**src/mbr_pec_pkg.sv**
```systemverilog
// ----------------------------------------------------------------------------
// mbr_pec_pkg
// Shared types, codes and helpers for the MBR partition entry checker.
// ----------------------------------------------------------------------------
package mbr_pec_pkg;

    // cylinder shift range and limit of the BIOS CHS cylinder field
    localparam int SHIFT_W   = 3;
    localparam int MAX_SHIFT = 4;
    localparam logic [15:0] CYL_LIMIT = 16'd1024;

    // configuration register indexes
    localparam int CFG_IDX_W = 3;
    localparam logic [CFG_IDX_W-1:0] CFG_CYLINDERS     = 3'd0;
    localparam logic [CFG_IDX_W-1:0] CFG_HEADS         = 3'd1;
    localparam logic [CFG_IDX_W-1:0] CFG_SECTORS       = 3'd2;
    localparam logic [CFG_IDX_W-1:0] CFG_PARENT_START  = 3'd3;
    localparam logic [CFG_IDX_W-1:0] CFG_PARENT_LENGTH = 3'd4;
    localparam logic [CFG_IDX_W-1:0] CFG_PARENT_PATH   = 3'd5;

    // register reset values
    localparam logic [15:0] RST_CYLINDERS = 16'd1024;
    localparam logic [7:0]  RST_HEADS     = 8'd16;
    localparam logic [7:0]  RST_SECTORS   = 8'd63;

    // partition type codes
    localparam logic [7:0] KIND_EMPTY     = 8'h00;
    localparam logic [7:0] KIND_FAT32_LBA = 8'h0C;
    localparam logic [7:0] KIND_FAT16_LBA = 8'h0E;
    localparam logic [7:0] KIND_EXT_LBA   = 8'h0F;
    localparam logic [7:0] KIND_HID_LBA   = 8'h1C;

    // boot indicator bits that must be clear
    localparam logic [7:0] ACTIVE_RSVD_MASK = 8'h7f;

    // check result codes
    typedef enum logic [2:0] {
        ST_OK        = 3'd0,
        ST_EMPTY     = 3'd1,
        ST_BAD_FLAG  = 3'd2,
        ST_START_CHS = 3'd3,
        ST_END_CHS   = 3'd4,
        ST_BOUNDS    = 3'd5
    } t_status;

    // drive geometry seen by the decode units
    typedef struct packed {
        logic [15:0]        cylinders;
        logic [7:0]         heads;
        logic [7:0]         sectors;
        logic [SHIFT_W-1:0] shift;
    } t_geom;

    // smallest shift that brings the cylinder count to the CHS limit, capped
    function automatic logic [SHIFT_W-1:0] f_cyl_shift(input logic [15:0] cyl);
        logic [SHIFT_W-1:0] s;
        s = SHIFT_W'(MAX_SHIFT);
        for (int k = MAX_SHIFT - 1; k >= 0; k--) begin
            if ((cyl >> k) <= CYL_LIMIT) begin
                s = SHIFT_W'(k);
            end
        end
        return s;
    endfunction

    // types addressed by LBA only, no CHS cross check
    function automatic logic f_lba_only(input logic [7:0] kind);
        return (kind == KIND_FAT32_LBA) || (kind == KIND_FAT16_LBA) ||
               (kind == KIND_EXT_LBA)   || (kind == KIND_HID_LBA);
    endfunction

endpackage

```
**src/mbr_pec_chs_lba.sv**
```systemverilog
// ----------------------------------------------------------------------------
// mbr_pec_chs_lba
// Four stage CHS to LBA decoder: shift, head multiply, sector multiply, add.
// ----------------------------------------------------------------------------
module mbr_pec_chs_lba
    import mbr_pec_pkg::*;
(
    input  logic        i_clk,
    input  logic        i_en,
    input  t_geom       i_geom,
    input  logic [7:0]  i_head,
    input  logic [7:0]  i_sector_cylhi,
    input  logic [7:0]  i_cyl_low,
    output logic [31:0] o_lba
);

    logic [13:0] r_cyl;
    logic [7:0]  r_head1;
    logic [5:0]  r_sec1;
    logic [21:0] r_v1;
    logic [7:0]  r_head2;
    logic [5:0]  r_sec2;
    logic [30:0] r_v2;
    logic [5:0]  r_sec3;
    logic [31:0] r_lba;

    logic [13:0] n_cyl;
    logic [21:0] n_v1;
    logic [22:0] w_sum;
    logic [30:0] n_v2;
    logic [31:0] n_lba;

    // stage 1: ten bit cylinder, scaled by the drive shift
    assign n_cyl = {4'b0, i_sector_cylhi[7:6], i_cyl_low} << i_geom.shift;
    // stage 2: cylinder times heads
    assign n_v1  = {8'b0, r_cyl} * {14'b0, i_geom.heads};
    // stage 3: add head, times sectors per track
    assign w_sum = {1'b0, r_v1} + {15'b0, r_head2};
    assign n_v2  = {8'b0, w_sum} * {23'b0, i_geom.sectors};
    // stage 4: add one-based sector, wraps at 32 bits
    assign n_lba = {1'b0, r_v2} + {26'b0, r_sec3} - 32'd1;

    always_ff @(posedge i_clk) begin
        if (i_en) begin
            r_cyl   <= n_cyl;
            r_head1 <= i_head;
            r_sec1  <= i_sector_cylhi[5:0];
            r_v1    <= n_v1;
            r_head2 <= r_head1;
            r_sec2  <= r_sec1;
            r_v2    <= n_v2;
            r_sec3  <= r_sec2;
            r_lba   <= n_lba;
        end
    end

    assign o_lba = r_lba;

endmodule

```
**src/mbr_pec_max_lba.sv**
```systemverilog
// ----------------------------------------------------------------------------
// mbr_pec_max_lba
// Four stage computation of the largest LBA reachable through CHS.
// ----------------------------------------------------------------------------
module mbr_pec_max_lba
    import mbr_pec_pkg::*;
(
    input  logic        i_clk,
    input  logic        i_en,
    input  t_geom       i_geom,
    output logic [31:0] o_max_lba
);

    logic [10:0] r_cyls;
    logic [18:0] r_m1;
    logic [26:0] r_m2;
    logic [31:0] r_max;

    logic [15:0] w_shifted;
    logic [10:0] n_cyls;
    logic [18:0] n_m1;
    logic [26:0] n_m2;
    logic [31:0] n_max;

    // stage 1: shifted cylinder count, clamped to the CHS limit
    assign w_shifted = i_geom.cylinders >> i_geom.shift;
    assign n_cyls    = (w_shifted > CYL_LIMIT) ? CYL_LIMIT[10:0] : w_shifted[10:0];
    // stage 2 and 3: cylinders times heads times sectors
    assign n_m1 = {8'b0, r_cyls} * {11'b0, i_geom.heads};
    assign n_m2 = {8'b0, r_m1} * {19'b0, i_geom.sectors};
    // stage 4: undo the shift, last sector index wraps when empty
    assign n_max = ({5'b0, r_m2} << i_geom.shift) - 32'd1;

    always_ff @(posedge i_clk) begin
        if (i_en) begin
            r_cyls <= n_cyls;
            r_m1   <= n_m1;
            r_m2   <= n_m2;
            r_max  <= n_max;
        end
    end

    assign o_max_lba = r_max;

endmodule

```
**src/mbr_partition_entry_check.sv**
```systemverilog
// Throughput: one transaction per cycle; the five stage pipeline advances as
// a whole and holds only while the output register is full and stalled.
// Reset (synchronous, active low) empties the pipeline and loads the default
// geometry (1024 cylinders, 16 heads, 63 sectors) and a zero parent.
// ----------------------------------------------------------------------------
// mbr_partition_entry_check
// Checks one MBR partition entry against drive geometry and parent bounds.
// ----------------------------------------------------------------------------
module mbr_partition_entry_check
    import mbr_pec_pkg::*;
(
    input  logic                 i_clk,
    input  logic                 i_rst_n,
    // configuration
    input  logic                 i_cfg_we,
    input  logic [CFG_IDX_W-1:0] i_cfg_index,
    input  logic [31:0]          i_cfg_data,
    // entry input
    input  logic                 i_in_valid,
    output logic                 o_in_stall,
    input  logic [1:0]           i_entry_index,
    input  logic [7:0]           i_active_byte,
    input  logic [7:0]           i_start_head,
    input  logic [7:0]           i_start_sector_cylhi,
    input  logic [7:0]           i_start_cyl_low,
    input  logic [7:0]           i_part_kind,
    input  logic [7:0]           i_end_head,
    input  logic [7:0]           i_end_sector_cylhi,
    input  logic [7:0]           i_end_cyl_low,
    input  logic [31:0]          i_relative_start,
    input  logic [31:0]          i_sector_total,
    // result output
    output logic                 o_out_valid,
    input  logic                 i_out_stall,
    output logic [2:0]           o_status,
    output logic [31:0]          o_absolute_start,
    output logic [31:0]          o_length_out,
    output logic [29:0]          o_child_path,
    output logic [7:0]           o_kind_out
);

    typedef struct packed {
        logic [31:0] start;
        logic [31:0] end_lba;
        logic [31:0] count;
        logic [7:0]  kind;
        logic [29:0] path;
        logic        empty;
        logic        bad_flag;
        logic        lba_only;
        logic        below;
        logic        over;
    } t_item;

    // configuration registers
    logic [15:0] r_cylinders;
    logic [7:0]  r_heads;
    logic [7:0]  r_sectors;
    logic [31:0] r_parent_start;
    logic [31:0] r_parent_length;
    logic [26:0] r_parent_path;

    // pipeline
    logic [4:0]  r_vld;
    t_item       r_s1, r_s2, r_s3, r_s4;
    t_item       n_s1, n_s2, n_s3;
    t_status     r_status, n_status;
    logic [31:0] r_start_out;
    logic [31:0] r_length_out;
    logic [29:0] r_path_out;
    logic [7:0]  r_kind_out;

    logic        w_adv;
    t_geom       w_geom;
    logic [30:0] w_path_sum;
    logic [31:0] w_limit;
    logic [31:0] w_chs_start;
    logic [31:0] w_chs_end;
    logic [31:0] w_max_lba;
    logic [31:0] w_min_start;
    logic [31:0] w_min_end;

    // whole pipeline moves unless a finished result is held back
    assign w_adv      = !(r_vld[4] && i_out_stall);
    assign o_in_stall = !w_adv;

    // configuration writes
    always_ff @(posedge i_clk) begin
        if (!i_rst_n) begin
            r_cylinders     <= RST_CYLINDERS;
            r_heads         <= RST_HEADS;
            r_sectors       <= RST_SECTORS;
            r_parent_start  <= '0;
            r_parent_length <= '0;
            r_parent_path   <= '0;
        end else if (i_cfg_we) begin
            case (i_cfg_index)
                CFG_CYLINDERS:     r_cylinders     <= i_cfg_data[15:0];
                CFG_HEADS:         r_heads         <= i_cfg_data[7:0];
                CFG_SECTORS:       r_sectors       <= i_cfg_data[7:0];
                CFG_PARENT_START:  r_parent_start  <= i_cfg_data;
                CFG_PARENT_LENGTH: r_parent_length <= i_cfg_data;
                CFG_PARENT_PATH:   r_parent_path   <= i_cfg_data[26:0];
                default: ;
            endcase
        end
    end

    // geometry bundle for the decode units
    always_comb begin
        w_geom.cylinders = r_cylinders;
        w_geom.heads     = r_heads;
        w_geom.sectors   = r_sectors;
        w_geom.shift     = f_cyl_shift(r_cylinders);
    end

    // stage 1: absolute start, child path, type and flag checks
    assign w_path_sum = ({4'b0, r_parent_path} << 3) + ({4'b0, r_parent_path} << 1)
                      + {29'b0, i_entry_index} + 31'd1;
    always_comb begin
        n_s1          = '0;
        n_s1.start    = r_parent_start + i_relative_start;
        n_s1.count    = i_sector_total;
        n_s1.kind     = i_part_kind;
        n_s1.path     = w_path_sum[29:0];
        n_s1.empty    = (i_part_kind == KIND_EMPTY);
        n_s1.bad_flag = (i_active_byte & ACTIVE_RSVD_MASK) != 8'h00;
        n_s1.lba_only = f_lba_only(i_part_kind);
    end

    // stage 2: last sector and lower bound
    always_comb begin
        n_s2         = r_s1;
        n_s2.end_lba = r_s1.start + r_s1.count - 32'd1;
        n_s2.below   = r_s1.start < r_parent_start;
    end

    // stage 3: upper bound against the parent end, wraps at 32 bits
    assign w_limit = r_parent_start + r_parent_length;
    always_comb begin
        n_s3      = r_s2;
        n_s3.over = r_s2.end_lba >= w_limit;
    end

    // stage 5: clamp to CHS reach and resolve status in check order
    assign w_min_start = (r_s4.start < w_max_lba) ? r_s4.start : w_max_lba;
    assign w_min_end   = (r_s4.end_lba < w_max_lba) ? r_s4.end_lba : w_max_lba;
    always_comb begin
        if (r_s4.empty) begin
            n_status = ST_EMPTY;
        end else if (r_s4.bad_flag) begin
            n_status = ST_BAD_FLAG;
        end else if (!r_s4.lba_only && (w_min_start != w_chs_start)) begin
            n_status = ST_START_CHS;
        end else if (!r_s4.lba_only && (w_min_end != w_chs_end)) begin
            n_status = ST_END_CHS;
        end else if (r_s4.below || r_s4.over) begin
            n_status = ST_BOUNDS;
        end else begin
            n_status = ST_OK;
        end
    end

    // valid bits
    always_ff @(posedge i_clk) begin
        if (!i_rst_n) begin
            r_vld <= '0;
        end else if (w_adv) begin
            r_vld <= {r_vld[3:0], i_in_valid};
        end
    end

    // stage data
    always_ff @(posedge i_clk) begin
        if (w_adv) begin
            r_s1         <= n_s1;
            r_s2         <= n_s2;
            r_s3         <= n_s3;
            r_s4         <= r_s3;
            r_status     <= n_status;
            r_start_out  <= r_s4.start;
            r_length_out <= (n_status == ST_OK) ? r_s4.count : 32'd0;
            r_path_out   <= r_s4.path;
            r_kind_out   <= r_s4.kind;
        end
    end

    // start and end CHS decoders, CHS reach
    mbr_pec_chs_lba u_chs_start (
        .i_clk          (i_clk),
        .i_en           (w_adv),
        .i_geom         (w_geom),
        .i_head         (i_start_head),
        .i_sector_cylhi (i_start_sector_cylhi),
        .i_cyl_low      (i_start_cyl_low),
        .o_lba          (w_chs_start)
    );

    mbr_pec_chs_lba u_chs_end (
        .i_clk          (i_clk),
        .i_en           (w_adv),
        .i_geom         (w_geom),
        .i_head         (i_end_head),
        .i_sector_cylhi (i_end_sector_cylhi),
        .i_cyl_low      (i_end_cyl_low),
        .o_lba          (w_chs_end)
    );

    mbr_pec_max_lba u_max_lba (
        .i_clk     (i_clk),
        .i_en      (w_adv),
        .i_geom    (w_geom),
        .o_max_lba (w_max_lba)
    );

    // outputs
    assign o_out_valid      = r_vld[4];
    assign o_status         = r_status;
    assign o_absolute_start = r_start_out;
    assign o_length_out     = r_length_out;
    assign o_child_path     = r_path_out;
    assign o_kind_out       = r_kind_out;

    // a stall freezes the valid bits
    a_stall_holds: assert property (@(posedge i_clk) disable iff (!i_rst_n)
        !w_adv |=> $stable(r_vld))
        else $error("pipeline valid bits moved during a stall");

    // an empty type always reports empty
    a_empty_kind: assert property (@(posedge i_clk) disable iff (!i_rst_n)
        (o_out_valid && o_kind_out == KIND_EMPTY) |-> (o_status == ST_EMPTY))
        else $error("empty entry not reported as empty");

    // rejected entries carry no length
    a_reject_len: assert property (@(posedge i_clk) disable iff (!i_rst_n)
        (o_out_valid && o_status != ST_OK) |-> (o_length_out == 32'd0))
        else $error("rejected entry with nonzero length");

    // an accepted entry never starts before its parent
    a_ok_in_parent: assert property (@(posedge i_clk) disable iff (!i_rst_n)
        (o_out_valid && o_status == ST_OK) |-> (o_absolute_start >= r_parent_start))
        else $error("accepted entry starts before its parent");

endmodule

```
**config.mk**
```make
export PLATFORM = sky130hd
export DESIGN_NAME = mbr_partition_entry_check
export DESIGN_NICKNAME = d
export VERILOG_FILES = /design/src/mbr_pec_pkg.sv /design/src/mbr_pec_chs_lba.sv /design/src/mbr_pec_max_lba.sv /design/src/mbr_partition_entry_check.sv
export SDC_FILE = /design/constraint.sdc
export NUM_CORES = 2
export LEC_CHECK = 0
export BUFFER_PORTS_ARGS = -buffer_cell sky130_fd_sc_hd__buf_2
export CAP_MARGIN = 40
export CORE_ASPECT_RATIO = 0.75
export CORE_MARGIN = 2
export CORE_UTILIZATION = 63
export CTS_BUF_LIST = sky130_fd_sc_hd__clkbuf_2
export DETAILED_ROUTE_END_ITERATION = 12
export PLACE_DENSITY_LB_ADDON = 0.12
export SLEW_MARGIN = 20
export SYNTH_ARGS = -nofsm -noshare
export SYNTH_HDL_FRONTEND = slang
export SYNTH_SLANG_ARGS = --single-unit
```
**constraint.sdc**
```tcl
create_clock -name i_clk -period 34.8 [get_ports i_clk]
set_input_delay 1.74 -clock i_clk [delete_from_list [all_inputs] [get_ports i_clk]]
set_output_delay 1.74 -clock i_clk [all_outputs]
set_load 0.005 [all_outputs]
```
==> qor.txt <==
====================================================================================
Post-DP HPWL                                                               145900 µm
TNS Setup                                                                       0 ns
Post-synth net total                                                            8466
Total of flip-flops plus latches after synthesis                                1109
Endpoint of the most critical register-to-register path                 u_chs_start.r_v2[30]
1st-pass router iterations                                                         8
Count of vias placed by the detailed router                                    54296
Core region area                                                          0.1221 mm²
Number of nets in the layout                                                    8964
DRC violation total after the first TritonRoute iteration                       4823
Origin of the worst min-delay path                                      i_sector_total[12]
Number of buffers and inverters on the critical path                               2
Die X                                                                       409.0 µm
Number of library cell types mapped by synthesis                                 100
Number of buffer cells added on primary ports                                    275
Maximum capacitance violations                                                     0
Fin area                                                                 0.08389 mm²
Reg2Reg Depth                                                                     30
Routed vias/inst                                                               5.746
Root buf cell                                                               clkbuf_2
Proportion of synthesized flip-flops having asynchronous set or reset             0%
F_max                                                                      123.7 MHz
Number of standard-cell rows in the floorplan                                    111
Worst VDD drop                                                             0.3868 mV
Endpoint class of the critical path                                             flop
PD cells                                                                103.1 mW/mm²
Critical Path AT                                                             9.39 ns
Register-to-Register Setup Slack                                            26.72 ns
Final hold vios                                                                    0
Combined flip-flop and latch cell area                                   0.03203 mm²
Critical Path Source                                                    u_chs_start.r_head2[1]
Instance area after placement                                            0.08094 mm²
Setup Viol. Count Final                                                            0
Post-synthesis instance area                                             0.07749 mm²
Synth warn                                                                         0
Power, Total                                                                 8647 µW
Area taken by multi-input logic gates                                    0.04135 mm²
H-tree depth                                                                       5
Routability cong.                                                             0.9681
Number of buffers created by CTS                                                 284
Post-synthesis average cell area                                           10.91 µm²
Mean routed wirelength per cell                                             20.29 µm
CTS clock-pin slew for the worst setup and hold paths                        0.12 ns
CP Max Fanout                                                                      8
Cell with the largest stage delay on the worst path                          xnor2_1
Proportion of synthesized chip area in sequential cells                       41.32%
Post-Synthesis Cells                                                            7101
Wire length after detailed routing                                         191700 µm
Launching point of the worst reg2reg path                               u_chs_start.r_head2[1]
Post-route DRC violation count                                                     0
Fill cell count                                                                 9251
Leakage component of the power                                            0.03803 µW
Largest stage delay on the critical path                                     0.63 ns
Normalized max-slew margin                                                    19.51%
Final worst path period share                                                 23.22%
Number of max-slew violations in the final report                                  0
Minimum hold slack                                                         0.2386 ns
Clock tree from TritonCTS                                                      built
Starting density of the core                                                  63.48%
Total global routing overflow                                                      0
Overall die height                                                          307.7 µm
Data required time at the worst endpoint                                    36.11 ns
Prevailing post-synth register cell                                         edfxtp_1
Post-CTS sizing                                                                    0
Initial antenna violation count                                                   16
Cell family with the largest share of critical-path delay               compound AO/OA/AOI/OAI gates
Class of the most critical setup path                                        reg2reg
Worst min-delay path category                                                 in2reg
Setup repair after global routing missed its margin                            false
Global-route total usage across every layer                                   30.65%
Number of nets with antenna violations after detailed routing                      0
Floorplan die area                                                        0.1258 mm²
Worst setup skew after layout                                              0.2491 ns
Growth of design area from synthesis to finish                                8.259%
Startpoint type of the worst setup path                                         flop
Wire length of the first global-routing pass                               296800 µm
Number of top-level pins                                                         277
Maximum number of pins on one net before global-route repair                      82
Hold Path Depth                                                                    1
Worst-margin pin slew                                                       1.207 ns
Max Root-Sink Buffers                                                              4
Hold endpoint                                                               n_s2[55]
Crit path time final                                                        8.082 ns
CTS sink cnt                                                                    1109
Outcome                                                                    completed
Post-synth EDFFs                                                                 981
Layout cells sized above 1                                                    11.06%
Clk_lat worst skew                                                           1.80 ns
Via count of the first global-routing pass                                     53044
====================================================================================
flip-flops by register name, summed over array words and instances, names as in the netlist, 19 cells and up:
register and count:
u_max_lba.o_max_lba 32, u_chs_end.r_v1 22, n_s2 105, u_chs_end.o_lba 32
r_parent_length 32, u_max_lba.r_m2 27, r_parent_path 27, u_chs_start.o_lba 32
r_parent_start 32, r_s3 139, r_s4 139, u_chs_start.r_v2 31
o_child_path 30, o_length_out 32, u_max_lba.r_m1 19, n_s3 138
u_chs_end.r_v2 31, u_chs_start.r_v1 22, o_absolute_start 32
synth_stat cells (144+ instances only):
library cell	n	area [µm²]
a21oi_1	287	1436
and2_1	375	2346
clkbuf_1	144	540.5
edfxtp_1	981	29460
fa_1	560	11210
ha_1	635	7945
inv_1	928	3483
nand2_1	798	2995
nor2_1	252	945.9
nor2b_1	253	1583
o21ai_0	169	845.8
xnor2_1	290	2540
layout by cell type, fill, tap and decap left out, types with 251 or more instances in the layout:
master	count
a21oi_1	287
and2_1	375
buf_2	276
clkbuf_2	404
edfxtp_1	981
fa_1	560
ha_1	635
inv_1	928
nand2_1	797
nor2_1	251
nor2b_1	253
xnor2_1	290
per-layer routing:
layer	up-vias	track usage (%)	wire, µm
met5	-	0	28
met4	4	9.440	4297
met3	297	6.754	17750
met2	2240	44.80	82650
met1	26520	45.80	87020
li1	25235	-	-
kinds of logic (layout without fill, tap and decap cells):
group           Yosys count  count (layout)  share of synthesized area [%]
other cells               0              17                              0
compound gates         1066            1066                          9.167
fa+ha+maj              1195            1195                          24.72
flops                  1109            1109                          41.32
xor+xnor                434             434                          4.915
buf+inv                1100            1793                          5.370
simple gates           2141            2141                          13.77
mux                      56              56                         0.7395
through the flow:
stage	instances	util [%]	setup slack, ns
3_5_place_dp	8909	66.30	26.80
2_1_floorplan	7101	-	7.709
4_1_cts	9423	68.59	26.70
3_3_place_gp	8897	66.10	26.86
5_1_grt	9448	68.72	26.15
6_report	9449	68.72	26.72
what timing repair did:
action,CTS,global route
setup buffers,0,0
endpoints found under the hold margin,33,0
hold buffers,33,0
area by class of cell:
type | instances | area share [%]
sequential | 1109 | 38.18
antenna | 17 | 0.05071
clock inverter | 78 | 0.5384
timing repair buffer | 383 | 2.938
multi-input combinational | 4892 | 49.29
clock buffer | 403 | 2.404
inverter | 929 | 4.157
tap | 1638 | 2.443
worst max-delay path by stage:
stage	endpoint	slack, ns	cells after the start
CTS	u_chs_start.r_v2[30]	26.70	32
global placement	u_chs_start.r_v2[30]	26.86	30
floorplan	o_in_stall	7.71	2
global route	u_chs_end.r_v2[30]	26.15	28
detailed placement	u_chs_start.r_v2[30]	26.80	32
finish	u_chs_start.r_v2[30]	26.72	30
worst reg2reg max path, delay by kind of cell (launching register included):
kind	cells	cell delay (ns)
AOI/OAI and AO/OA	14	2.85
adders and majority gates	6	2.65
and+or+nand+nor	7	1.12
xor gates and xnor gates	1	0.63
DFF	1	0.42
buffers and inverters	2	0.09
power by group:
part,total [µW],internal [µW],switching (µW),leakage (µW)
Combinational,5480,2430,3050,0.0243
Clock,881,348,533,0.00191
Sequential,2290,2030,255,0.0118
Total,8650,4810,3840,0.0380
Note: power is estimated with default switching activity, not from simulation.
